### src/hdl/size_class_buffer_pool_top_defines.svh
// ---------------------------------------------------------------------------
// Size class buffer pool: assertion macros
// Shared assertion wrappers; each expects clk and rst_n in scope.
// ---------------------------------------------------------------------------
`ifndef SIZE_CLASS_BUFFER_POOL_TOP_DEFINES_SVH
`define SIZE_CLASS_BUFFER_POOL_TOP_DEFINES_SVH

// Same-cycle implication, disabled during reset
`define SCBP_ASSERT_IMPL(label, ante, cons, msg) \
  label: assert property (@(posedge clk) disable iff (!rst_n) (ante) |-> (cons)) \
    else $error(msg);

// Next-cycle implication, disabled during reset
`define SCBP_ASSERT_NEXT(label, ante, cons, msg) \
  label: assert property (@(posedge clk) disable iff (!rst_n) (ante) |=> (cons)) \
    else $error(msg);

`endif

### src/hdl/scbp_pkg.sv
// ---------------------------------------------------------------------------
// Size class buffer pool package
// Fixed field widths, operation and status codes, shared types and helpers.
// ---------------------------------------------------------------------------
`default_nettype none

package scbp_pkg;

  localparam int CLASS_SPACE = 8;
  localparam int CLS_W       = 3;
  localparam int SLOT_SPACE  = 64;
  localparam int SLOT_W      = 6;
  localparam int HANDLE_W    = CLS_W + SLOT_W;
  localparam int DEPTH_W     = 7;
  localparam int LIMIT_W     = 23;
  localparam int SIZE_W      = 22;
  localparam int OP_W        = 2;
  localparam int STATUS_W    = 2;
  localparam int CNT_W       = 7;
  localparam int LIFE_W      = 32;

  localparam logic [LIMIT_W-1:0] LIMIT_RESET [CLASS_SPACE] = '{
    23'd64, 23'd256, 23'd1024, 23'd4096,
    23'd16384, 23'd65536, 23'd262144, 23'd1048576
  };

  typedef enum logic [OP_W-1:0] {
    OP_ALLOC   = 2'd0,
    OP_RETAIN  = 2'd1,
    OP_RELEASE = 2'd2,
    OP_COW     = 2'd3
  } op_t;

  typedef enum logic [STATUS_W-1:0] {
    ST_OK         = 2'd0,
    ST_NO_CLASS   = 2'd1,
    ST_EXHAUSTED  = 2'd2,
    ST_BAD_HANDLE = 2'd3
  } status_t;

  typedef enum logic {
    CS_IDLE = 1'b0,
    CS_EXEC = 1'b1
  } ctl_state_t;

  typedef logic [CLASS_SPACE-1:0][LIMIT_W-1:0] limit_arr_t;

  // Free stack update for the class latched at read time
  typedef struct packed {
    logic              pop;
    logic              push;
    logic [SLOT_W-1:0] slot;
  } stack_cmd_t;

  // Free stack status for the latched class
  typedef struct packed {
    logic               empty;
    logic [SLOT_W-1:0]  top_slot;
    logic [DEPTH_W-1:0] low_mark;
  } stack_view_t;

  // Slot count of a class: max >> cls, floored at min, capped at the slot space
  function automatic logic [DEPTH_W-1:0] slots_of(input int unsigned max_slots,
                                                  input int unsigned min_slots,
                                                  input logic [CLS_W-1:0] cls);
    int unsigned n;
    n = max_slots >> cls;
    if (n < min_slots) n = min_slots;
    if (n > SLOT_SPACE) n = SLOT_SPACE;
    return DEPTH_W'(n);
  endfunction

endpackage

`default_nettype wire

### src/hdl/scbp_class_sel.sv
// ---------------------------------------------------------------------------
// Size class select
// Picks the lowest class whose limit covers the requested size.
// ---------------------------------------------------------------------------
`default_nettype none

module scbp_class_sel #(
  parameter int NUM_CLASSES = 8
) (
  input  wire scbp_pkg::limit_arr_t           limits,
  input  wire logic [scbp_pkg::SIZE_W-1:0]    size,
  output logic                                fit,
  output logic [scbp_pkg::CLS_W-1:0]          cls
);
  import scbp_pkg::*;

  // Scan from the top class down so the lowest match wins
  always_comb begin
    fit = 1'b0;
    cls = '0;
    for (int c = NUM_CLASSES - 1; c >= 0; c--) begin
      if (limits[c] >= {1'b0, size}) begin
        fit = 1'b1;
        cls = CLS_W'(c);
      end
    end
  end

endmodule

`default_nettype wire

### config.mk
export PLATFORM = sky130hd
export DESIGN_NAME = scbp_class_sel
export DESIGN_NICKNAME = d
export VERILOG_FILES = /design/src/hdl/size_class_buffer_pool_top_defines.svh /design/src/hdl/scbp_pkg.sv /design/src/hdl/scbp_class_sel.sv
export SDC_FILE = /design/constraint.sdc
export NUM_CORES = 1
export LEC_CHECK = 0
export ABC_CLOCK_PERIOD_IN_PS = 7400
export BUFFER_PORTS_ARGS = -buffer_cell sky130_fd_sc_hd__buf_2
export CAP_MARGIN = 20
export CORE_MARGIN = 2
export CORE_UTILIZATION = 52
export DETAILED_ROUTE_END_ITERATION = 6
export PLACE_DENSITY = 0.91
export SYNTH_ARGS = -nofsm -noshare
export SYNTH_HDL_FRONTEND = slang
export SYNTH_SLANG_ARGS = --single-unit
### constraint.sdc
create_clock -name vclk -period 7.4
set_input_delay 0.74 -clock vclk [all_inputs]
set_output_delay 0.74 -clock vclk [all_outputs]
set_load 0.02 [all_outputs]
======== After elaboration in Yosys (flattened, before gate mapping) ========
Cells that the tools add are included.
word-level totals
  input port bits ......................... 206
  output and inout port bits .............. 4
  word-level logic and storage cells ...... 24
  bits in registers ....................... 0
operators by class
  magnitude comparators ................... 8
  muxes and demuxes ....................... 16
operators by type and width
  cell                                                            count
  23-bit by 22-bit greater-or-equal comparator with 1-bit output  8
  3-bit 2-to-1 mux                                                8
  1-bit 2-to-1 mux                                                8

======== Logic depth before layout (Yosys ltp) ========
  word-level depth ........................ 9
  depth in mapped cells ................... 10
  mapped depth without buffers ............ 10

======== Least setup slack after synthesis ========
Ideal clock, no wire load.
  path kind ............................... input-to-output
  from .................................... input port size[17] (netlist bit)
  to ...................................... output port cls[2] (netlist bit)
  path buffers ............................ 0
  stages .................................. 10
  required time ........................... 6.660 ns
  data arrival time ....................... 3.044 ns
  path slack .............................. 3.616 ns
  cell sequence ........................... inv_1 ha_1 a21oi_1 nand2_1 a221oi_2 nor2_1 a2111oi_2 and3_2 nand2b_2 nor4b_1
between the ends
  longest elaborated chain between the ends .. 9
  elaborated cells on any way between the ends .. 16
  those cells by class .................... 8 x order compare; 8 x mux
RTL lines
  what                                                            line                  text
  start: declaration                                              scbp_class_sel.sv:11  input wire logic [scbp_pkg::SIZE_W-1:0] size,
  23-bit by 22-bit greater-or-equal comparator with 1-bit output  scbp_class_sel.sv:22  if (limits[c] >= {1'b0, size}) begin
  3-bit 2-to-1 mux (7 in a row)                                   scbp_class_sel.sv:22
  3-bit 2-to-1 mux *                                              scbp_class_sel.sv:22
  end: declaration                                                scbp_class_sel.sv:13  output logic [scbp_pkg::CLS_W-1:0] cls
Mark *: on every way between the ends. The rest lies on a longest branch, timed or not.

======== Worst setup path in the final report ========
  from .................................... input port size[4] (netlist bit)
  to ...................................... output port fit
between the ends
  longest elaborated chain between the ends .. 9
  elaborated cells on any way between the ends .. 16
  those cells by class .................... 8 x order compare; 8 x mux
RTL lines
  what                                                            line                  text
  23-bit by 22-bit greater-or-equal comparator with 1-bit output  scbp_class_sel.sv:22
  1-bit 2-to-1 mux (7 in a row)                                   scbp_class_sel.sv:22
  1-bit 2-to-1 mux *                                              scbp_class_sel.sv:22
  end: declaration                                                scbp_class_sel.sv:12  output logic fit,
Marks and branches as above.

==> tab_implementation.tex <==
\begin{tabular}{lr}
\hline
Metric & Value \\
\hline
\multicolumn{2}{l}{\textbf{Timing}} \\
\quad Rel. slew slack & between 50 and 60\% \\
\quad Final clock period utilization by the worst path & between 50\% and 60\% \\
\quad Final Worst Setup Slack & approximately 3100 ps \\
\quad Setup repair after global routing missed its margin & no \\
\quad Fin crit period & $\sim$4300 ps \\
\quad Final setup fails & 0 \\
\quad Max-slew violation count & 0 \\
\quad Worst Max-Slew Pin Slew & $\sim$630 ps \\
\quad Achievable Freq & 235 MHz \\
\quad Setup tns final & 0 ps \\
\quad Number of hold-slack violations in the final timing report & 0 \\
\multicolumn{2}{l}{\textbf{Floorplanning}} \\
\quad Number of top-level design ports & between 200 and 250 \\
\quad Core Box Area & 7250 um\^{}2 \\
\quad DIE WIDTH & slightly above 90 um \\
\quad Overall die height & roughly 91 um \\
\quad Initial cell density of the core & 53.9\% \\
\quad Cell Rows & 31 \\
\quad Full die area & just over 8000 um\^{}2 \\
\multicolumn{2}{l}{\textbf{Worst hold path}} \\
\quad Startpoint of the most critical hold path & limits[22] \\
\quad Hold/Removal Path Class & in2out \\
\quad Min-Delay Endpoint & cls[0] \\
\quad Hold depth & 5 \\
\multicolumn{2}{l}{\textbf{CTS}} \\
\quad CTS Hold Bufs & 0 \\
\quad Post-CTS Setup Repair Bufs & 0 \\
\quad Resized Gates After CTS & 0 \\
\multicolumn{2}{l}{\textbf{Drt}} \\
\quad Avg WL per Cell & around 17 um \\
\quad Final routed DRC violation total & 0 \\
\quad Number of iterations in the first detailed-routing pass & 4 \\
\quad Antenna viol nets, final & 0 \\
\quad Detailed Route Iter0 Violations & 154 \\
\quad Post-detailed-routing wire length & 13.6 mm \\
\quad Via count of the routed design & 4658 \\
\quad Per-cell via count in the routed design & roughly 5.9 \\
\multicolumn{2}{l}{\textbf{Final layout}} \\
\quad Count of antenna diodes in the layout & 0 \\
\quad Count of clock buffers in the final design & 0 \\
\quad Number of flip-flops and latches & 0 \\
\quad NumNets Final & around 1.1k \\
\quad Most frequent standard cell in the layout excluding fill and tap cells & sky130\_fd\_sc\_hd\_\_buf\_2 \\
\quad Layout overhead on the synthesized area & 30.0\% \\
\quad Footprint of the flip-flops and latches & 0 um\^{}2 \\
\quad Most frequent cells in the layout & sky130\_fd\_sc\_hd\_\_buf\_2 (210), sky130\_fd\_sc\_hd\_\_ha\_1 (176), sky130\_fd\_sc\_hd\_\_a21oi\_1 (52), sky130\_fd\_sc\_hd\_\_inv\_1 (33), sky130\_fd\_sc\_hd\_\_o21ai\_0 (31) \\
\quad Share of post-route cells with drive strength above 1 & roughly a third \\
\quad Post-route cell area & between 5000 and 6000 um\^{}2 \\
\multicolumn{2}{l}{\textbf{Worst setup path}} \\
\quad Crit-path max FO & 8 \\
\quad Highest cell delay on the worst timing path & roughly 460 ps \\
\quad Slowest cell on crit path & sky130\_fd\_sc\_hd\_\_or4\_1 \\
\quad Arrival @ worst endpoint & $\sim$3500 ps \\
\quad Type of the setup path with the least slack & in2out \\
\quad CP top delay family & compound AO/OA/AOI/OAI gates \\
\quad Bufs and invs on worst path & 3 \\
\quad Required time reported for the critical path endpoint & roughly 6700 ps \\
\quad Type of element capturing the critical path & output pin \\
\quad Category of the worst setup path launch point & input pin \\
\quad Worst-path cell chain & buf\_2, inv\_1, ha\_1, a21o\_1, a21oi\_1, o21ai\_0, a21oi\_1, o211ai\_1, nand2b\_1, or2\_2, or4\_1, buf\_2 \\
\multicolumn{2}{l}{\textbf{Placed design}} \\
\quad Port Buf Inserts & between 200 and 250 \\
\quad Final GP Congestion & just over 0.9 \\
\quad Placed cell area & 5090 um\^{}2 \\
\quad Worst setup slack after placement & 3190 ps \\
\quad Sum of net half-perimeters after detailed placement & between 10 and 15 mm \\
\multicolumn{2}{l}{\textbf{Synthesis}} \\
\quad Share of synthesized cell area in full adder, half adder and majority cells & 56.3\% \\
\quad Sequential fraction of the synthesis area & 0\% \\
\quad Net Count, Synth & $\sim$860 \\
\quad Combined area of all synthesized cells & about 4000 um\^{}2 \\
\quad Cells after Synth & approximately 480 \\
\quad Fraction of synthesized area in multiplexers & 0\% \\
\quad Dominant combinational cell family by area after synthesis & adder cells \\
\quad Yosys synthesis warning count & 0 \\
\quad Count of different cell masters after synthesis & 41 \\
\quad Synth Area in Simple Gates & approximately 16\% \\
\quad Avg Inst Size Synth & 8.23 um\^{}2 \\
\quad Synth Area in Compound Gates & 24.7\% \\
\quad Post-synthesis xor/xnor area fraction & 0\% \\
\multicolumn{2}{l}{\textbf{Global route}} \\
\quad Global route total overflow & 0 \\
\quad Global-route total usage across every layer & 31.5\% \\
\quad Met3 track demand over resource & 5.18\% \\
\quad Global-route track usage on met2 & 60.0\% \\
\quad Wire length of the first global-routing pass & around 21 mm \\
\quad Gr busiest metal & met2 \\
\quad Met1 Resource Use GR & 34.1\% \\
\quad Antenna violations before repair & 0 \\
\quad Maximum number of pins on one net before global-route repair & 9 \\
\quad Number of global-route vias before repair & around 4.9k \\
\multicolumn{2}{l}{\textbf{Power and ir drop}} \\
\quad Leak & approximately 2.9 nW \\
\quad Power density over the cells & roughly 55 nW/um\^{}2 \\
\quad Worst voltage drop across the vdd grid & 0.0000287 V \\
\quad Total power after layout & roughly 0.00028 W \\
\multicolumn{2}{l}{\textbf{Run status}} \\
\quad Result of the run & finished clean \\
\multicolumn{2}{l}{\textbf{Run}} \\
\quad Max cap viols & 0 \\
\hline
\end{tabular}
## cell usage after synthesis, types with 2 or more instances
library cell	count	area, um^2
sky130_fd_sc_hd__ha_1	176	2200
sky130_fd_sc_hd__a21oi_1	52	260
sky130_fd_sc_hd__inv_1	33	124
sky130_fd_sc_hd__o21ai_0	31	155
sky130_fd_sc_hd__nand2_1	25	93.8
sky130_fd_sc_hd__a21o_1	22	165
sky130_fd_sc_hd__nand4_1	21	131
sky130_fd_sc_hd__nor2_1	19	71.3
sky130_fd_sc_hd__nand3_1	18	90.1
sky130_fd_sc_hd__a211oi_1	13	97.6
sky130_fd_sc_hd__nand2b_1	6	37.5
sky130_fd_sc_hd__nand4b_1	6	52.6
sky130_fd_sc_hd__a2111oi_0	5	43.8
sky130_fd_sc_hd__nor2b_1	4	25.0
sky130_fd_sc_hd__nor4_1	4	25.0
sky130_fd_sc_hd__o2111ai_1	4	35.0
sky130_fd_sc_hd__o211ai_1	4	30.0
sky130_fd_sc_hd__a31oi_1	3	18.8
sky130_fd_sc_hd__o21a_1	3	22.5
sky130_fd_sc_hd__or4_1	3	22.5
sky130_fd_sc_hd__a2111oi_2	2	30.0
sky130_fd_sc_hd__or2_2	2	12.5
## per-stage QoR
| step | instances | hold slack (ps) | util (%) |
|---|---|---|---|
| 2_1_floorplan | 475 | 1700 | - |
| 3_3_place_gp | 784 | 1970 | 70.1 |
| 3_5_place_dp | 784 | 1980 | 70.1 |
| 4_1_cts | 784 | 1990 | 70.1 |
| 5_1_grt | 784 | 2040 | 70.1 |
| 6_report | 784 | 2000 | 70.1 |
## final cells by class
class                           count  area, um^2
Fill cell                         613        2170
Inverter                           33         124
Multi-Input combinational cell    442        3790
Tap cell                           99         124
Timing Repair Buffer              210        1050
## cell families after synthesis
logic type      count (synthesis)
compound gates                151
fa+ha+maj                     176
buf+inv                        33
simple gates                  115
## worst max path at each step
stage	end	from	cells past startpoint	slack (ps)
final	fit	size[4]	12	3140
after global placement	fit	size[4]	12	3290
after CTS	fit	size[4]	12	3180
after detailed placement	fit	size[4]	12	3190
after global routing	fit	size[4]	12	3080
after floorplan	cls[2]	size[17]	10	3620
## power by group
part / total [W] / leakage [nW] / switching [W] / internal [W]
Combinational: 0.000278 / 2.89 / 0.000147 / 0.000131
Clock: 0 / 0 / 0 / 0
Sequential: 0 / 0 / 0 / 0
## layer usage
layer  up-vias  share of wire (%)  wire length [um]
met5         -                  0                 0
met4         0                4.1               554
met3        42                7.9              1070
met2       218                 49              6580
met1      2088                 39              5340
li1       2310                  -                 -
Power figures use the tool's default switching activity.
